### config.mk
export PLATFORM = sky130hd
export DESIGN_NAME = source_text_tokenizer_unit
export DESIGN_NICKNAME = d
export VERILOG_FILES = /design/src/hdl/stt_pkg.sv /design/src/hdl/stt_lexer_core.sv /design/src/hdl/stt_out_queue.sv /design/src/hdl/source_text_tokenizer_unit.sv
export SDC_FILE = /design/constraint.sdc
export NUM_CORES = 1
export LEC_CHECK = 0
export ABC_AREA = 0
export BUFFER_PORTS_ARGS = -buffer_cell sky130_fd_sc_hd__buf_2
export CAP_MARGIN = 40
export CORE_MARGIN = 1
export CORE_UTILIZATION = 64
export CTS_BUF_LIST = sky130_fd_sc_hd__clkbuf_2
export DETAILED_ROUTE_END_ITERATION = 16
export PLACE_DENSITY = 0.85
export SYNTH_ARGS = -nofsm -noshare
export SYNTH_HDL_FRONTEND = slang
export SYNTH_SLANG_ARGS = --single-unit
export TNS_END_PERCENT = 1
### constraint.sdc
create_clock -name i_clk -period 4.85 [get_ports i_clk]
set_input_delay 0.97 -clock i_clk [delete_from_list [all_inputs] [get_ports i_clk]]
set_output_delay 0.97 -clock i_clk [all_outputs]
set_load 0.03 [all_outputs]
### src/hdl/stt_pkg.sv
`timescale 1ns / 1ps
`default_nettype none

package stt_pkg;

    // input request: one source byte or the end-of-source mark
    typedef struct packed {
        logic [7:0] char_code;
        logic       end_of_source;
    } t_stt_in;

    // one result item
    typedef struct packed {
        logic [2:0] token_type;
        logic       has_char;
        logic [7:0] char_out;
        logic       token_end;
        logic       last_of_step;
    } t_stt_result;

    // what one request produces: zero to two results, in order
    typedef struct packed {
        logic [1:0]  count;
        t_stt_result first;
        t_stt_result second;
    } t_stt_emit;

    typedef enum logic [2:0] {
        MODE_IDLE    = 3'd0,
        MODE_SLASH   = 3'd1,
        MODE_COMMENT = 3'd2,
        MODE_WORD    = 3'd3,
        MODE_NUMBER  = 3'd4,
        MODE_STRING  = 3'd5
    } t_stt_mode;

    localparam logic [2:0] TT_KEYWORD = 3'd0;
    localparam logic [2:0] TT_IDENT   = 3'd1;
    localparam logic [2:0] TT_NUMBER  = 3'd2;
    localparam logic [2:0] TT_STRING  = 3'd3;
    localparam logic [2:0] TT_OPER    = 3'd4;
    localparam logic [2:0] TT_SYMBOL  = 3'd5;
    localparam logic [2:0] TT_INVALID = 3'd6;
    localparam logic [2:0] TT_EOF     = 3'd7;

    localparam logic [7:0] CH_SLASH   = 8'h2F;
    localparam logic [7:0] CH_NEWLINE = 8'h0A;
    localparam logic [7:0] CH_QUOTE   = 8'h22;
    localparam logic [7:0] CH_PLUS    = 8'h2B;
    localparam logic [7:0] CH_MINUS   = 8'h2D;
    localparam logic [7:0] CH_EQUALS  = 8'h3D;
    localparam logic [7:0] CH_SEMI    = 8'h3B;
    localparam logic [7:0] CH_LBRACE  = 8'h7B;
    localparam logic [7:0] CH_RBRACE  = 8'h7D;
    localparam logic [7:0] CH_SPACE   = 8'h20;

    localparam logic [2:0] KW_INT_LEN    = 3'd3;
    localparam logic [2:0] KW_STRING_LEN = 3'd6;
    localparam logic [2:0] KW_RETURN_LEN = 3'd6;
    localparam logic [2:0] WLEN_MAX      = 3'd7;
    localparam logic [2:0] KW_ALL        = 3'b111;

    // output queue
    localparam int unsigned Q_DEPTH = 4;
    localparam int unsigned Q_CNT_W = 3;
    localparam logic [Q_CNT_W-1:0] Q_ROOM_LIMIT = 3'd2;

    function automatic logic stt_is_alpha(input logic [7:0] c);
        return (c >= 8'h41 && c <= 8'h5A) || (c >= 8'h61 && c <= 8'h7A);
    endfunction

    function automatic logic stt_is_digit(input logic [7:0] c);
        return c >= 8'h30 && c <= 8'h39;
    endfunction

    function automatic logic stt_is_space(input logic [7:0] c);
        return c == CH_SPACE || (c >= 8'h09 && c <= 8'h0D);
    endfunction

    // keyword spellings: 0 int, 1 string, 2 return
    function automatic logic [7:0] stt_kw_byte(input logic [1:0] k, input logic [2:0] idx);
        logic [7:0] b;
        b = 8'h00;
        case (k)
            2'd0: begin
                case (idx)
                    3'd0: b = 8'h69; // i
                    3'd1: b = 8'h6E; // n
                    3'd2: b = 8'h74; // t
                    default: b = 8'h00;
                endcase
            end
            2'd1: begin
                case (idx)
                    3'd0: b = 8'h73; // s
                    3'd1: b = 8'h74; // t
                    3'd2: b = 8'h72; // r
                    3'd3: b = 8'h69; // i
                    3'd4: b = 8'h6E; // n
                    3'd5: b = 8'h67; // g
                    default: b = 8'h00;
                endcase
            end
            2'd2: begin
                case (idx)
                    3'd0: b = 8'h72; // r
                    3'd1: b = 8'h65; // e
                    3'd2: b = 8'h74; // t
                    3'd3: b = 8'h75; // u
                    3'd4: b = 8'h72; // r
                    3'd5: b = 8'h6E; // n
                    default: b = 8'h00;
                endcase
            end
            default: b = 8'h00;
        endcase
        return b;
    endfunction

    // narrow the keyword candidates by one more byte of the word
    function automatic logic [2:0] stt_kw_step(input logic [2:0] cand,
                                               input logic [2:0] wlen,
                                               input logic [7:0] c);
        logic [2:0] nc;
        nc[0] = cand[0] && (wlen < KW_INT_LEN)    && (stt_kw_byte(2'd0, wlen) == c);
        nc[1] = cand[1] && (wlen < KW_STRING_LEN) && (stt_kw_byte(2'd1, wlen) == c);
        nc[2] = cand[2] && (wlen < KW_RETURN_LEN) && (stt_kw_byte(2'd2, wlen) == c);
        return nc;
    endfunction

    function automatic logic stt_kw_hit(input logic [2:0] cand, input logic [2:0] wlen);
        return (cand[0] && wlen == KW_INT_LEN) || (cand[1] && wlen == KW_STRING_LEN) ||
               (cand[2] && wlen == KW_RETURN_LEN);
    endfunction

    function automatic t_stt_result stt_mk(input logic [2:0] tt, input logic has,
                                           input logic [7:0] ch, input logic tend);
        t_stt_result r;
        r.token_type   = tt;
        r.has_char     = has;
        r.char_out     = has ? ch : 8'h00;
        r.token_end    = tend;
        r.last_of_step = 1'b0;
        return r;
    endfunction

endpackage

`default_nettype wire

### src/hdl/stt_lexer_core.sv
`timescale 1ns / 1ps
`default_nettype none

// Lexer state and the per-request decode; state moves only on i_adv.
module stt_lexer_core (
    input  wire logic           i_clk,
    input  wire logic           i_rst_n,
    input  wire logic           i_adv,
    input  wire stt_pkg::t_stt_in   i_item,
    output stt_pkg::t_stt_emit  o_emit
);
    import stt_pkg::*;

    t_stt_mode  r_mode, n_mode;
    logic [2:0] r_wlen, n_wlen;
    logic [2:0] r_cand, n_cand;

    logic        pre_v, main_v;
    t_stt_result pre_r, main_r;
    logic [7:0]  c;
    logic        start;

    always_comb begin
        c      = i_item.char_code;
        n_mode = r_mode;
        n_wlen = r_wlen;
        n_cand = r_cand;
        pre_v  = 1'b0;
        pre_r  = '0;
        main_v = 1'b0;
        main_r = '0;
        start  = 1'b0;

        if (i_item.end_of_source) begin
            case (r_mode)
                MODE_WORD: begin
                    pre_v = 1'b1;
                    pre_r = stt_mk(stt_kw_hit(r_cand, r_wlen) ? TT_KEYWORD : TT_IDENT,
                                   1'b0, 8'h00, 1'b1);
                end
                MODE_NUMBER: begin
                    pre_v = 1'b1;
                    pre_r = stt_mk(TT_NUMBER, 1'b0, 8'h00, 1'b1);
                end
                MODE_STRING: begin
                    pre_v = 1'b1;
                    pre_r = stt_mk(TT_STRING, 1'b0, 8'h00, 1'b1);
                end
                MODE_SLASH: begin
                    pre_v = 1'b1;
                    pre_r = stt_mk(TT_INVALID, 1'b1, CH_SLASH, 1'b1);
                end
                default: pre_v = 1'b0;
            endcase
            main_v = 1'b1;
            main_r = stt_mk(TT_EOF, 1'b0, 8'h00, 1'b1);
            n_mode = MODE_IDLE;
            n_wlen = 3'd0;
            n_cand = KW_ALL;
        end else begin
            case (r_mode)
                MODE_COMMENT: begin
                    if (c == CH_NEWLINE) n_mode = MODE_IDLE;
                end
                MODE_STRING: begin
                    main_v = 1'b1;
                    if (c == CH_QUOTE) begin
                        main_r = stt_mk(TT_STRING, 1'b0, 8'h00, 1'b1);
                        n_mode = MODE_IDLE;
                    end else begin
                        main_r = stt_mk(TT_STRING, 1'b1, c, 1'b0);
                    end
                end
                MODE_WORD: begin
                    if (stt_is_alpha(c) || stt_is_digit(c)) begin
                        main_v = 1'b1;
                        main_r = stt_mk(TT_IDENT, 1'b1, c, 1'b0);
                        n_cand = stt_kw_step(r_cand, r_wlen, c);
                        n_wlen = (r_wlen < WLEN_MAX) ? r_wlen + 3'd1 : r_wlen;
                    end else begin
                        pre_v = 1'b1;
                        pre_r = stt_mk(stt_kw_hit(r_cand, r_wlen) ? TT_KEYWORD : TT_IDENT,
                                       1'b0, 8'h00, 1'b1);
                        start = 1'b1;
                    end
                end
                MODE_NUMBER: begin
                    if (stt_is_digit(c)) begin
                        main_v = 1'b1;
                        main_r = stt_mk(TT_NUMBER, 1'b1, c, 1'b0);
                    end else begin
                        pre_v = 1'b1;
                        pre_r = stt_mk(TT_NUMBER, 1'b0, 8'h00, 1'b1);
                        start = 1'b1;
                    end
                end
                MODE_SLASH: begin
                    if (c == CH_SLASH) begin
                        n_mode = MODE_COMMENT;
                    end else begin
                        pre_v = 1'b1;
                        pre_r = stt_mk(TT_INVALID, 1'b1, CH_SLASH, 1'b1);
                        start = 1'b1;
                    end
                end
                default: start = 1'b1;
            endcase

            // byte seen as if idle
            if (start) begin
                n_mode = MODE_IDLE;
                if (stt_is_space(c)) begin
                    main_v = 1'b0;
                end else if (c == CH_SLASH) begin
                    n_mode = MODE_SLASH;
                end else if (stt_is_alpha(c)) begin
                    n_mode = MODE_WORD;
                    n_wlen = 3'd1;
                    n_cand = stt_kw_step(KW_ALL, 3'd0, c);
                    main_v = 1'b1;
                    main_r = stt_mk(TT_IDENT, 1'b1, c, 1'b0);
                end else if (stt_is_digit(c)) begin
                    n_mode = MODE_NUMBER;
                    main_v = 1'b1;
                    main_r = stt_mk(TT_NUMBER, 1'b1, c, 1'b0);
                end else if (c == CH_QUOTE) begin
                    n_mode = MODE_STRING;
                end else if (c == CH_PLUS || c == CH_MINUS || c == CH_EQUALS ||
                             c == CH_SEMI) begin
                    main_v = 1'b1;
                    main_r = stt_mk(TT_OPER, 1'b1, c, 1'b1);
                end else if (c == CH_LBRACE || c == CH_RBRACE) begin
                    main_v = 1'b1;
                    main_r = stt_mk(TT_SYMBOL, 1'b1, c, 1'b1);
                end else begin
                    main_v = 1'b1;
                    main_r = stt_mk(TT_INVALID, 1'b1, c, 1'b1);
                end
            end
        end

        // pack in order, flag the last one
        o_emit = '0;
        if (pre_v) begin
            o_emit.first  = pre_r;
            o_emit.second = main_r;
            o_emit.count  = main_v ? 2'd2 : 2'd1;
            if (main_v) o_emit.second.last_of_step = 1'b1;
            else        o_emit.first.last_of_step  = 1'b1;
        end else begin
            o_emit.first  = main_r;
            o_emit.count  = main_v ? 2'd1 : 2'd0;
            o_emit.first.last_of_step = main_v;
        end
    end

    always_ff @(posedge i_clk) begin
        if (!i_rst_n) begin
            r_mode <= MODE_IDLE;
            r_wlen <= 3'd0;
            r_cand <= KW_ALL;
        end else if (i_adv) begin
            r_mode <= n_mode;
            r_wlen <= n_wlen;
            r_cand <= n_cand;
        end
    end

endmodule

`default_nettype wire

### src/hdl/stt_out_queue.sv
`timescale 1ns / 1ps
`default_nettype none

// Four-slot shifting result queue; head is always slot 0.
module stt_out_queue (
    input  wire logic                         i_clk,
    input  wire logic                         i_rst_n,
    input  wire logic                         i_push,
    input  wire stt_pkg::t_stt_emit           i_emit,
    input  wire logic                         i_pop,
    output stt_pkg::t_stt_result              o_head,
    output logic                              o_valid,
    output logic [stt_pkg::Q_CNT_W-1:0]       o_count
);
    import stt_pkg::*;

    t_stt_result         r_q [Q_DEPTH];
    t_stt_result         n_q [Q_DEPTH];
    logic [Q_CNT_W-1:0]  r_cnt, n_cnt;
    logic [Q_CNT_W-1:0]  base;
    logic [1:0]          push_n;

    always_comb begin
        push_n = i_push ? i_emit.count : 2'd0;
        base   = r_cnt - {{(Q_CNT_W-1){1'b0}}, i_pop};
        for (int i = 0; i < Q_DEPTH; i++) begin
            n_q[i] = r_q[i];
        end
        if (i_pop) begin
            for (int i = 0; i < Q_DEPTH - 1; i++) begin
                n_q[i] = r_q[i+1];
            end
        end
        for (int i = 0; i < Q_DEPTH; i++) begin
            if (push_n != 2'd0 && base == Q_CNT_W'(i)) n_q[i] = i_emit.first;
            if (push_n == 2'd2 && base + Q_CNT_W'(1) == Q_CNT_W'(i)) n_q[i] = i_emit.second;
        end
        n_cnt = base + {{(Q_CNT_W-2){1'b0}}, push_n};
    end

    always_ff @(posedge i_clk) begin
        if (!i_rst_n) begin
            r_cnt <= '0;
        end else begin
            r_cnt <= n_cnt;
        end
    end

    always_ff @(posedge i_clk) begin
        for (int i = 0; i < Q_DEPTH; i++) begin
            r_q[i] <= n_q[i];
        end
    end

    assign o_head  = r_q[0];
    assign o_valid = (r_cnt != '0);
    assign o_count = r_cnt;

endmodule

`default_nettype wire

### src/hdl/source_text_tokenizer_unit.sv
`timescale 1ns / 1ps
`default_nettype none

// Channel   Direction  Handshake                   Payload
// source    in         i_src_valid / o_src_ready   i_src_item (t_stt_in)
// token     out        o_tok_valid / i_tok_ready   o_tok      (t_stt_result)
//
// One request per clock while the sink is ready and each request gives at most one
// result; a request that gives two uses two output slots, so the sink's pace of one
// result a cycle sets the rate. A result passes through the input register and then
// the four-slot output queue. Synchronous active-low reset returns the lexer to idle
// and empties both stages. The input register advances only while the queue has room
// for two more results; o_src_ready stays high while that register can drain.
module source_text_tokenizer_unit (
    input  wire logic                 i_clk,
    input  wire logic                 i_rst_n,
    input  wire logic                 i_src_valid,
    output logic                      o_src_ready,
    input  wire stt_pkg::t_stt_in     i_src_item,
    output logic                      o_tok_valid,
    input  wire logic                 i_tok_ready,
    output stt_pkg::t_stt_result      o_tok
);
    import stt_pkg::*;

    // input register
    logic     r_in_valid;
    t_stt_in  r_in;

    logic               adv;
    logic               pop;
    t_stt_emit          emit;
    logic [Q_CNT_W-1:0] q_count;

    // decode the held request once the queue can take both possible results
    assign adv         = r_in_valid && (q_count <= Q_ROOM_LIMIT);
    assign o_src_ready = !r_in_valid || adv;
    assign pop         = o_tok_valid && i_tok_ready;

    always_ff @(posedge i_clk) begin
        if (!i_rst_n) begin
            r_in_valid <= 1'b0;
        end else if (o_src_ready) begin
            r_in_valid <= i_src_valid;
        end
    end

    always_ff @(posedge i_clk) begin
        if (o_src_ready && i_src_valid) begin
            r_in <= i_src_item;
        end
    end

    // mode, word length and keyword match live here
    stt_lexer_core u_core (
        .i_clk   (i_clk),
        .i_rst_n (i_rst_n),
        .i_adv   (adv),
        .i_item  (r_in),
        .o_emit  (emit)
    );

    // results wait here until the sink takes them
    stt_out_queue u_queue (
        .i_clk   (i_clk),
        .i_rst_n (i_rst_n),
        .i_push  (adv),
        .i_emit  (emit),
        .i_pop   (pop),
        .o_head  (o_tok),
        .o_valid (o_tok_valid),
        .o_count (q_count)
    );

endmodule

`default_nettype wire

==> summary.md, run 1 <==
| Metric | Value |
|---|---|
| Clock sink count | 78 |
| Die Footprint | 8190 sq um |
| TritonCTS clock tree | yes |
| Syn Nets | 563 |
| Top cells by area in the synthesized netlist | edfxtp_1 39%, o21ai_0 5.4%, dfxtp_1 5.2%, nand2_1 3.7%, o22ai_1 3.5% |
| Dpl hpwl | 9770 um |
| Vias in the first global route | 3,908 |
| Core Util, Final | 71.4% |
| Status | finished clean |
| Proportion of synthesized area in mux cells | 0.225% |
| Initial antenna violation count | 0 |
| Dominant combinational cell family by area after synthesis | compound AO/OA/AOI/OAI gates |
| Crit-path cells | and4_1 > a21oi_1 > a22oi_1 > and3_1 > inv_1 > ha_1 > nand4b_1 > or2_2 > and2_1 > nand2_1 |
| Syn-to-layout area delta | 5.47% |
| Placeable Area | 7410 sq um |
| Final layout net count | 573 |
| Unrepaired setup endpoints after global routing | no |
| Pre-CTS setup slack | 0.522 ns |
| Post-CTS Hold Fix Bufs | 0 |
| I/O pins | 29 |
| Clock Skews | 0.0343 ns |
| Critical setup path kind | flip-flop to flip-flop |
| Resized Gates After CTS | 0 |
| Pwr dens | 456 nW/um^2 |
| DR WL/cell | 20.8 um |
| Post-Synth XOR/XNOR Area | 2.62% |
| Worst-path clk slew | 0.21 ns |
| Lkg Pwr | 1.84 nW |
| IO buf count | 28 |
| Clk buf depth | 2 |
| Worst path arrival time | 4.67 ns |
| Tightest Pin Transition | 1.01 ns |
| Global route overflow | 0 |
| Post-Syn Instances | 539 |
| Final min period | 4.49 ns |
| CTS H-tree depth | 3 |
| Final hold vios | 0 |
| Via/cell ratio | 6.91 |
| Worst path buffer plus inverter count | 1 |
| Slowest CP cell | edfxtp_1 |
| Initial DRC Count | 615 |
| Crit-path max FO | 23 |
| First-pass GRT wire length | 21,200 um |
| Synth top area share | 38.9% |
| Worst hold path class | flip-flop to flip-flop |
| Largest net degree at the start of global routing | 28 |
| Placement Rows | 31 |
| Worst path required time | 5.03 ns |
| Simple-gate share of the synthesized area | 17.7% |
| GRT Util Overall | 33.6% |
| Total number of vias | 4,514 |
| Placed Area | 5190 sq um |
| Max Fclk | 223 MHz |
| Synth Area in Compound Gates | 27.7% |
| Number of synthesized flops with an enable pin | 65 |
| Final WS setup | 0.363 ns |
| CP delay by family, top | simple AND/OR/NAND/NOR gates |
| Period utilisation layout | 92.5% |
| Leading area contributor after synthesis | edfxtp_1 |
| 1st-pass router iterations | 5 |
| Post-synth top flop | edfxtp_1 |
| Synth cell types | 69 |
| Post-Route WL | 13,600 um |
| Startpoint types | flip-flop |
| Gp weighted congestion | 0.963 |
| Share of post-route cells with drive strength above 1 | 13.7% |
| Final setup TNS | 0 ns |
| Die height | 90.5 um |
| Register area share after synthesis | 44.1% |
| Worst-Skew Late Latency | 0.55 ns |
| Max-cap violations | 0 |
| Slowest stage delay, CP | 0.85 ns |
| Post-CTS setup buffer count | 0 |
| Register bit count reported by yosys | 78 |
| Slew Limit Fails | 0 |
| Die Wd | 90.5 um |
| Cts bufs inserted | 9 |
| Ys Warns | 0 |
| Adder-cell area share of the yosys netlist | 2.89% |
| Starting Density | 67.7% |
| CTS Root Cell | clkbuf_2 |
| Post-synth ARST share | 0% |
| Diodes inserted | 0 |
| Post-detailed-route count of antenna-violating nets | 0 |
| Critical path capture point type | flip-flop |
| Avg Cell Area, Syn | 9.30 sq um |
| Peak supply drop | 253 uV |
| Post-route DRC | 0 |
| Rel. slew slack | 32.5% |
| # setup viols final | 0 |
| Syn Std Cell Area | 5010 sq um |
| Finished Cell Area | 5290 sq um |
[stage by stage]
step / power, W / hold WS, ns / std cells
finish: 0.00241 / 0.512 / 653
global route: 0.00254 / 0.533 / 653
CTS: 0.00240 / 0.503 / 653
detailed placement: 0.00210 / 0.458 / 637
global placement: 0.00208 / 0.437 / 635
floorplan: 0.00182 / 0.427 / 539
[final timing paths]
kind / startpoint / end / slack, ns / cells after the start
setup / recovery: r_in[2] / u_queue.r_q[1][1] / 0.36 / 10
hold / removal: u_core.r_cand[1] / u_core.r_cand[1] / 0.51 / 1
setup reg to reg: r_in[2] / u_queue.r_q[1][1] / 0.36 / 10
hold reg to reg: u_core.r_cand[1] / u_core.r_cand[1] / 0.51 / 1
[cell usage after synthesis (all sizes together), types with 4 or more instances]
library cell	n
edfxtp	65
nand2	50
inv	13
o21a	7
o22ai	28
nor2b	9
buf	17
or2	5
and2	10
a21oi	34
nor4b	4
o2111ai	4
a32o	10
a31oi	15
or3	4
a21o	5
nand2b	8
o21ai	61
nor3	17
o211ai	8
dfxtp	13
a211oi	8
clkbuf	27
nand3	15
and3	4
a22oi	5
nor2	27
xnor2	7
xor2	8
nand4b	4
ha	10
[layout by cell type, fill, tap and decap left out, types with 3 or more instances in the layout]
cell and n:
clkbuf_2 9, a22oi_1 4, or2_2 4, xnor2_1 7
clkinv_4 3, a21o_1 5, o2111ai_1 3, xor2_1 8
o21a_1 7, nand2b_1 8, nor2_1 27, a21boi_0 3
and3_1 4, nand3_1 15, o21ai_0 54, o22ai_1 28
o221ai_1 3, o21ai_1 7, a22o_1 3, a31oi_1 14
a32o_1 10, edfxtp_1 65, and2_1 9, buf_4 13
nand4b_1 4, a21oi_1 33, or3_1 4, dfxtp_1 13
nor4b_1 3, inv_1 13, o211ai_1 8, a211oi_1 8
nor3_1 17, buf_2 30, nand2_1 49, ha_1 10
nor2b_1 9
[cell type report]
cell class              count  area (sq um)
clock buffers               9          45.0
clock inverters             7          48.8
fillers                   575          2120
inverters                  13          48.8
multi-input cells         404          2560
flip-flops and latches     78          2210
well taps                  99           124
repair buffers             43           248
[cells by family after synthesis]
kind of cell / Yosys count
multiplexers: 1
AND/OR/NAND/NOR: 168
flip-flops: 78
adder cells (fa/ha/maj): 11
AO/OA/AOI/OAI: 209
buffers and inverters: 57
XOR/XNOR: 15
[power breakdown]
group,switching [W],total (W),leakage [nW],internal [W]
clock,0.000234,0.000303,0.0637,0.0000688
combinational,0.000702,0.00102,1.07,0.000317
sequential,0.0000775,0.00109,0.712,0.00101
total,0.00101,0.00241,1.84,0.00140
[sequential cells by signal, indices dropped and copies added, names as in the netlist]
register,flops
u_queue.r_q,56
r_in,9
u_core.r_cand,3
u_core.r_mode,3
u_core.r_wlen,3
u_queue.o_count,3
r_in_valid,1
[per-layer routing]
layer  global-route usage (%)  up-vias  part of all wire (%)
met5                        0        -                     0
met4                     7.53        0                   1.7
met3                     7.83       25                    12
met2                     48.0      330                    43
met1                     51.7     2083                    43
li1                         -     2076                     -
[worst reg2reg max path: cells and delay by family (launching register included)]
kind | cells | cell delay, ns
buf+inv | 1 | 0.16
simple gates | 6 | 2.34
fa+ha+maj | 1 | 0.42
flops | 1 | 0.85
compound gates | 2 | 0.36
Note: power is estimated with default switching activity, not from simulation.
==> run 2, diff against run 1 <==
- ABC_AREA: 0 -> 1
- CORE_UTILIZATION: 64 -> 39
- PLACE_DENSITY: 0.85 -> 0.57
==> summary.md, run 2 <==
| Metric | Value |
|---|---|
| Register area | 2210 sq um (unchanged) |
| Max reg flops | 56 (unchanged) |
| Final layout net count | 756 (+32%) |
| Reg-to-Reg End | u_queue.r_q[0][11] |
| Final hold vios | 0 (unchanged) |
| Post-CTS setup buffer count | 0 (unchanged) |
| Placement Rows | 42 (+35%) |
| Max-cap violations | 0 (unchanged) |
| 1st-pass router iterations | 5 (unchanged) |
| Worst-Skew Late Latency | 0.62 ns (+0.07 ns) |
| IO buf count | 28 (unchanged) |
| Top cells by area in the synthesized netlist | edfxtp_1 37%, nand2_1 14%, nor2_1 7.9%, nand3_1 5.7%, dfxtp_1 4.9% |
| Commonest non-fill, non-tap cells in the layout | 192 x nand2_1, 111 x nor2_1, 65 x edfxtp_1 |
| Post-Syn Instances | 709 (+32%) |
| Biggest register | u_queue.r_q |
| Crit-path cells | clkinv_1 > a21oi_1 > a21oi_4 > inv_2 > ha_1 > o21ai_0 > nor2_1 > inv_1 > nor2_1 > inv_1 > nand3_1 |
| Register area share after synthesis | 41.8% (-2.3 points) |
| Crit-path max FO | 17 (-26%) |
| Final setup TNS | 0 ns (unchanged) |
| Clock Skews | 0.0531 ns (+0.0188 ns) |
| Pwr dens | 456 nW/um^2 (about the same) |
| Gp weighted congestion | 0.977 (+1.5%) |
| Dpl hpwl | 12,300 um (+26%) |
| Largest net degree at the start of global routing | 24 (-14%) |
| Initial antenna violation count | 0 (unchanged) |
| Period utilisation layout | 87.9% (-4.6 points) |
| First-pass GRT wire length | 25,100 um (+18%) |
| Post-detailed-route count of antenna-violating nets | 0 (unchanged) |
| Post-synth top flop | edfxtp_1 |
| Regs by FF count | u_queue.r_q: 56 flops, r_in: 9 flops |
| Top cells by count, synth | 192 x nand2_1, 111 x nor2_1, 65 x edfxtp_1 |
| Syn-to-layout area delta | 7.31% |
| Starting Density | 40.0% (-28 points) |
| Critical Path End | u_queue.r_q[0][11] |
| Worst-path clk slew | 0.23 ns (+0.02 ns) |
| Worst path arrival time | 4.41 ns (-0.26 ns) |
| GRT Util Overall | 23.9% (-9.7 points) |
| Synth top area share | 36.9% (-2.1 points) |
| Initial DRC Count | 367 (-40%) |
| Syn Nets | 733 (+30%) |
| Die height | 118 um (+31%) |
| Rel. slew slack | 35.2% (+2.7 points) |
| Leading area contributor after synthesis | edfxtp_1 |
| CP delay by family, top | buffers and inverters |
| Clock sink count | 78 (unchanged) |
| Status | finished clean |
| Final min period | 4.26 ns (-0.225 ns) |
| Most common cell after layout, fill and taps aside | nand2_1 |
| Setup slack, reg-to-reg | 0.59 ns (+0.22 ns) |
| CTS H-tree depth | 3 (unchanged) |
| Critical path capture point type | flip-flop |
| Resized Gates After CTS | 0 (unchanged) |
| # setup viols final | 0 (unchanged) |
| Tightest Pin Transition | 0.966 ns (-0.0466 ns) |
| Final WS setup | 0.588 ns (+0.225 ns) |
| FILL cells | 1,399 (+140%) |
| Count leader, synth | nand2_1 |
| Worst path required time | 4.99 ns (-0.04 ns) |
| Register bit count reported by yosys | 78 (unchanged) |
| Worst path buffer plus inverter count | 4 (+3) |
| Slowest CP cell | edfxtp_1 |
| Share of post-route cells with drive strength above 1 | 13.7% (-0.014 points) |
| Clk buf depth | 2 (unchanged) |
| Lkg Pwr | 2.46 nW (+33%) |
| Critical setup path kind | flip-flop to flip-flop |
| Slew Limit Fails | 0 (unchanged) |
| Pre-CTS setup slack | 0.680 ns (+0.158 ns) |
| TritonCTS clock tree | yes |
| Worst Setup SP | r_in[0] |
| Avg Cell Area, Syn | 7.46 sq um (-20%) |
| Startpoint types | flip-flop |
| Peak supply drop | 159 uV (-37%) |
| Unrepaired setup endpoints after global routing | no |
| Total number of vias | 4,860 (+7.7%) |
| Die Footprint | 14,000 sq um (+71%) |
| CP Depth | 11 (+1) |
| Ys Warns | 0 (unchanged) |
| Placeable Area | 13,200 sq um (+79%) |
| Synth cell types | 45 (-35%) |
| CTS Root Cell | clkbuf_2 |
| Global route overflow | 0 (unchanged) |
| Multi-input gate area | 2670 sq um (+4.3%) |
| Syn Std Cell Area | 5290 sq um (+5.6%) |
| Cts bufs inserted | 9 (unchanged) |
| Vias in the first global route | 4,614 (+18%) |
| Via/cell ratio | 5.32 (-23%) |
| Post-synth ARST share | 0% (unchanged) |
| Max Fclk | 235 MHz (+5.3%) |
| Worst hold path class | flip-flop to flip-flop |
| Post-route DRC | 0 (unchanged) |
| RR Startpoint | r_in[0] |
| Slowest stage delay, CP | 0.67 ns (-0.18 ns) |
| Diodes inserted | 0 (unchanged) |
| Post-CTS Hold Fix Bufs | 0 (unchanged) |
| I/O pins | 29 (unchanged) |
| DR WL/cell | 17.6 um (-15%) |
| Die Wd | 118 um (+31%) |
| Number of synthesized flops with an enable pin | 65 (unchanged) |
| Post-Route WL | 16,100 um (+18%) |
| R2r worst-path depth | 11 (+1) |
## run 2: tightest hold or removal path, delay by kind of cell, from the launching register on
kind | cells | cell delay, ns
AOI/OAI and AO/OA | 1 | 0.05
DFF | 1 | 0.38
and+or+nand+nor | 1 | 0.08
## run 2: metrics by stage
step	utilization, %	cells	power [W]	instance area (sq um)	hold WS (ns)
floorplan	-	709	0.00194	5290	0.473
global placement	42.1	895	0.00228	5580	0.482
detailed placement	42.2	897	0.00228	5590	0.488
CTS	42.9	913	0.00261	5680	0.503
global route	42.9	913	0.00276	5680	0.510
finish	42.9	913	0.00259	5680	0.516
## run 2: layer usage
metal | part of all wire, % | wire, um | GRT usage [%]
met5 | 0 | 0 | 0
met1 | 41 | 6660 | 29.1
met3 | 5.3 | 844 | 3.33
met4 | 4.0 | 636 | 11.8
met2 | 49 | 7920 | 41.4
## run 2: power breakdown
part	switching, W	internal [W]	leakage (nW)
clock	0.000257	0.0000682	0.0574
sequential	0.0000681	0.00101	0.714
combinational	0.000863	0.000322	1.69
total	0.00119	0.00140	2.46
## run 2: logic make-up (layout without fill, tap and decap cells)
group / count (synthesis) / in the layout / synth area share (%)
XOR/XNOR: 10 / 10 / 1.65
multiplexers: 1 / 1 / 0.189
AO/OA/AOI/OAI: 88 / 88 / 9.72
AND/OR/NAND/NOR: 424 / 424 / 36.1
adder cells (fa/ha/maj): 11 / 11 / 2.74
buffers and inverters: 97 / 125 / 7.80
flip-flops: 78 / 78 / 41.8
## run 2: worst min path at each step
stage / startpoint / end / slack (ns) / cells after the start
6_report: r_in_valid / r_in_valid / 0.52 / 2
3_5_place_dp: r_in_valid / r_in_valid / 0.49 / 2
3_3_place_gp: r_in_valid / r_in_valid / 0.48 / 2
2_1_floorplan: u_core.r_cand[2] / u_core.r_cand[2] / 0.47 / 2
4_1_cts: i_src_item[0] / r_in[0] / 0.50 / 1
5_1_grt: i_src_item[0] / r_in[0] / 0.51 / 1
## run 2: layout make-up
type | count | share of cell area, %
well taps | 176 | 3.88
clock inverters | 6 | 0.661
flip-flops and latches | 78 | 39.0
clock buffers | 10 | 0.881
multi-input cells | 534 | 47.1
inverters | 71 | 4.78
repair buffers | 38 | 3.79
==> run 3, diff against run 2 <==
- CORE_UTILIZATION: 39 -> 58
- PLACE_DENSITY: 0.57 -> 0.81
- clock period: 4.85 -> 3.9 ns (I/O delays scaled with it)
==> summary.md, run 3 (synthesis results as in run 2) <==
| Metric | Value |
|---|---|
| Syn-to-layout area delta | 7.54% |
| Slowest CP cell | edfxtp_1 |
| Slowest stage delay, CP | 0.59 ns (-0.08 ns) |
| Final min period | 3.63 ns (-0.631 ns) |
| Dpl hpwl | 10,500 um (-14%) |
| Diodes inserted | 0 (unchanged) |
| Critical path capture point type | flip-flop |
| Worst hold path class | input pin to flip-flop |
| Max reg flops | 56 (unchanged) |
| Lkg Pwr | 2.52 nW (+2.5%) |
| Final setup TNS | 0 ns (unchanged) |
| I/O pins | 29 (unchanged) |
| Die height | 97.5 um (-18%) |
| Largest net degree at the start of global routing | 24 (unchanged) |
| Via/cell ratio | 5.84 (+9.7%) |
| Peak supply drop | 219 uV (+38%) |
| Overall Power | 0.00323 W (+25%) |
| Final WS setup | 0.269 ns (-0.319 ns) |
| Tightest Pin Transition | 0.540 ns (-0.426 ns) |
| Crit-path cells | inv_2 > nand2_2 > nor2_4 > nand2_4 > nand2_4 > nand2_4 > clkinv_4 > nand2_4 > a21oi_4 > inv_2 > ha_1 > inv_1 > nand4_1 > nor2_1 > inv_1 > o21ai_1 > buf_4 |
| Clock sink count | 78 (unchanged) |
| Post-route DRC | 0 (unchanged) |
| Startpoint types | flip-flop |
| Resized Gates After CTS | 0 (unchanged) |
| Worst-path clk slew | 0.24 ns (about the same) |
| Worst path arrival time | 3.86 ns (-0.55 ns) |
| Initial antenna violation count | 0 (unchanged) |
| Die Wd | 97.5 um (-18%) |
| CTS H-tree depth | 3 (unchanged) |
| Max Fclk | 275 MHz (+17%) |
| Seq pwr share | 41.3% (-0.4 points) |
| Initial DRC Count | 371 (+1.1%) |
| Final layout net count | 766 (+1.3%) |
| Gp weighted congestion | 0.986 (+0.96%) |
| Rel. slew slack | 63.6% (+28 points) |
| # setup viols final | 0 (unchanged) |
| Period utilisation layout | 93.1% (+5.2 points) |
| Critical setup path kind | flip-flop to flip-flop |
| Placement Rows | 34 (-19%) |
| Vias in the first global route | 4,775 (+3.5%) |
| CTS Root Cell | clkbuf_2 |
| Worst Setup SP | r_in[5] |
| Post-CTS setup buffer count | 0 (unchanged) |
| Regs by FF count | u_queue.r_q: 56 flops, r_in: 9 flops |
| DR WL/cell | 16.1 um (-8.3%) |
| IO buf count | 28 (unchanged) |
| Final hold vios | 0 (unchanged) |
| Pwr dens | 568 nW/um^2 (+24%) |
| Cts bufs inserted | 9 (unchanged) |
| Pre-CTS setup slack | 0.345 ns (-0.335 ns) |
| Share of post-route cells with drive strength above 1 | 15.0% (+1.3 points) |
| Placeable Area | 8760 sq um (-34%) |
| Total number of vias | 4,988 (+2.6%) |
| Crit-path max FO | 14 (-3) |
| Commonest non-fill, non-tap cells in the layout | 192 x nand2_1, 111 x nor2_1, 65 x edfxtp_1 |
| Clk buf depth | 2 (unchanged) |
| Unrepaired setup endpoints after global routing | no |
| Max-cap violations | 0 (unchanged) |
| Switch share | 43.2% (-2.7 points) |
| Post-CTS Hold Fix Bufs | 0 (unchanged) |
| Status | finished clean |
| Worst-Skew Late Latency | 0.53 ns (-0.09 ns) |
| Cell mode on critical path | nand2_4 |
| Core Util, Final | 64.9% (+22 points) |
| Starting Density | 60.4% (+20 points) |
| First-pass GRT wire length | 22,500 um (-10%) |
| Clock share of power | 14.3% (+1.7 points) |
| Die Footprint | 9510 sq um (-32%) |
| Switch Pwr | 0.00139 W (+17%) |
| Post-Route WL | 13,800 um (-14%) |
| Clock Skews | 0.0324 ns (-0.0207 ns) |
| Slew Limit Fails | 0 (unchanged) |
| Worst path required time | 4.13 ns (-0.86 ns) |
| TritonCTS clock tree | yes |
| Global route overflow | 0 (unchanged) |
| Biggest register | u_queue.r_q |
| Most common cell after layout, fill and taps aside | nand2_1 |
| GRT Util Overall | 29.7% (+5.8 points) |
| Pint | 0.00184 W (+31%) |
| 1st-pass router iterations | 5 (unchanged) |
| RR Startpoint | r_in[5] |
| Comb pwr share | 44.5% (-1.2 points) |
| Min-delay src | i_src_item[1] |
| Post-detailed-route count of antenna-violating nets | 0 (unchanged) |
==> run 3: path summary, 6_finish.rpt <==
check,cells after the start,slack [ns],endpoint
worst max register to register,17,0.27,u_queue.r_q[3][13]
worst min register to register,2,0.52,r_in_valid
worst min-delay path,1,0.41,r_in[1]
worst max-delay path,17,0.27,u_queue.r_q[3][13]
==> run 3: through the flow <==
step | cells | cell area (sq um) | hold WS [ns]
detailed placement | 836 | 5560 | 0.496
global route | 854 | 5690 | 0.373
global placement | 835 | 5550 | 0.487
CTS | 851 | 5670 | 0.386
finish | 854 | 5690 | 0.405
floorplan | 709 | 5290 | 0.473
==> run 3: cell type report <==
class	instances	area, sq um
clock inverter	5	60.1
fill	748	3070
inverter	71	272
tap	108	135
timing repair buffer	48	290
clock buffer	10	50.0
sequential	78	2210
multi-input combinational	534	2670
==> run 3: worst max-delay path, delay by kind of cell (launching register included) <==
family	cells	cell delay, ns
buffers and inverters	6	1.02
AND/OR/NAND/NOR	8	1.01
flip-flops	1	0.59
AO/OA/AOI/OAI	2	0.39
adder cells (fa/ha/maj)	1	0.33
==> run 3: power by group through the flow <==
| stage | combinational [W] | sequential, W | clock [W] |
|---|---|---|---|
| 6_report | 0.00144 | 0.00133 | 0.000461 |
| 5_1_grt | 0.00159 | 0.00136 | 0.000484 |
| 4_1_cts | 0.00142 | 0.00133 | 0.000458 |
| 3_5_place_dp | 0.00141 | 0.00135 | 0 |
| 3_3_place_gp | 0.00138 | 0.00135 | 0 |
| 2_1_floorplan | 0.000910 | 0.00150 | 0 |
==> run 3: routing by layer <==
metal	vias to the layer above	part of all wire [%]	routed length, um	GRT usage (%)
li1	2405	-	-	-
met1	2279	39	5400	35.2
met2	246	49	6750	51.1
met3	58	7.1	982	4.75
met4	0	4.7	652	17.0
met5	-	0	0	0
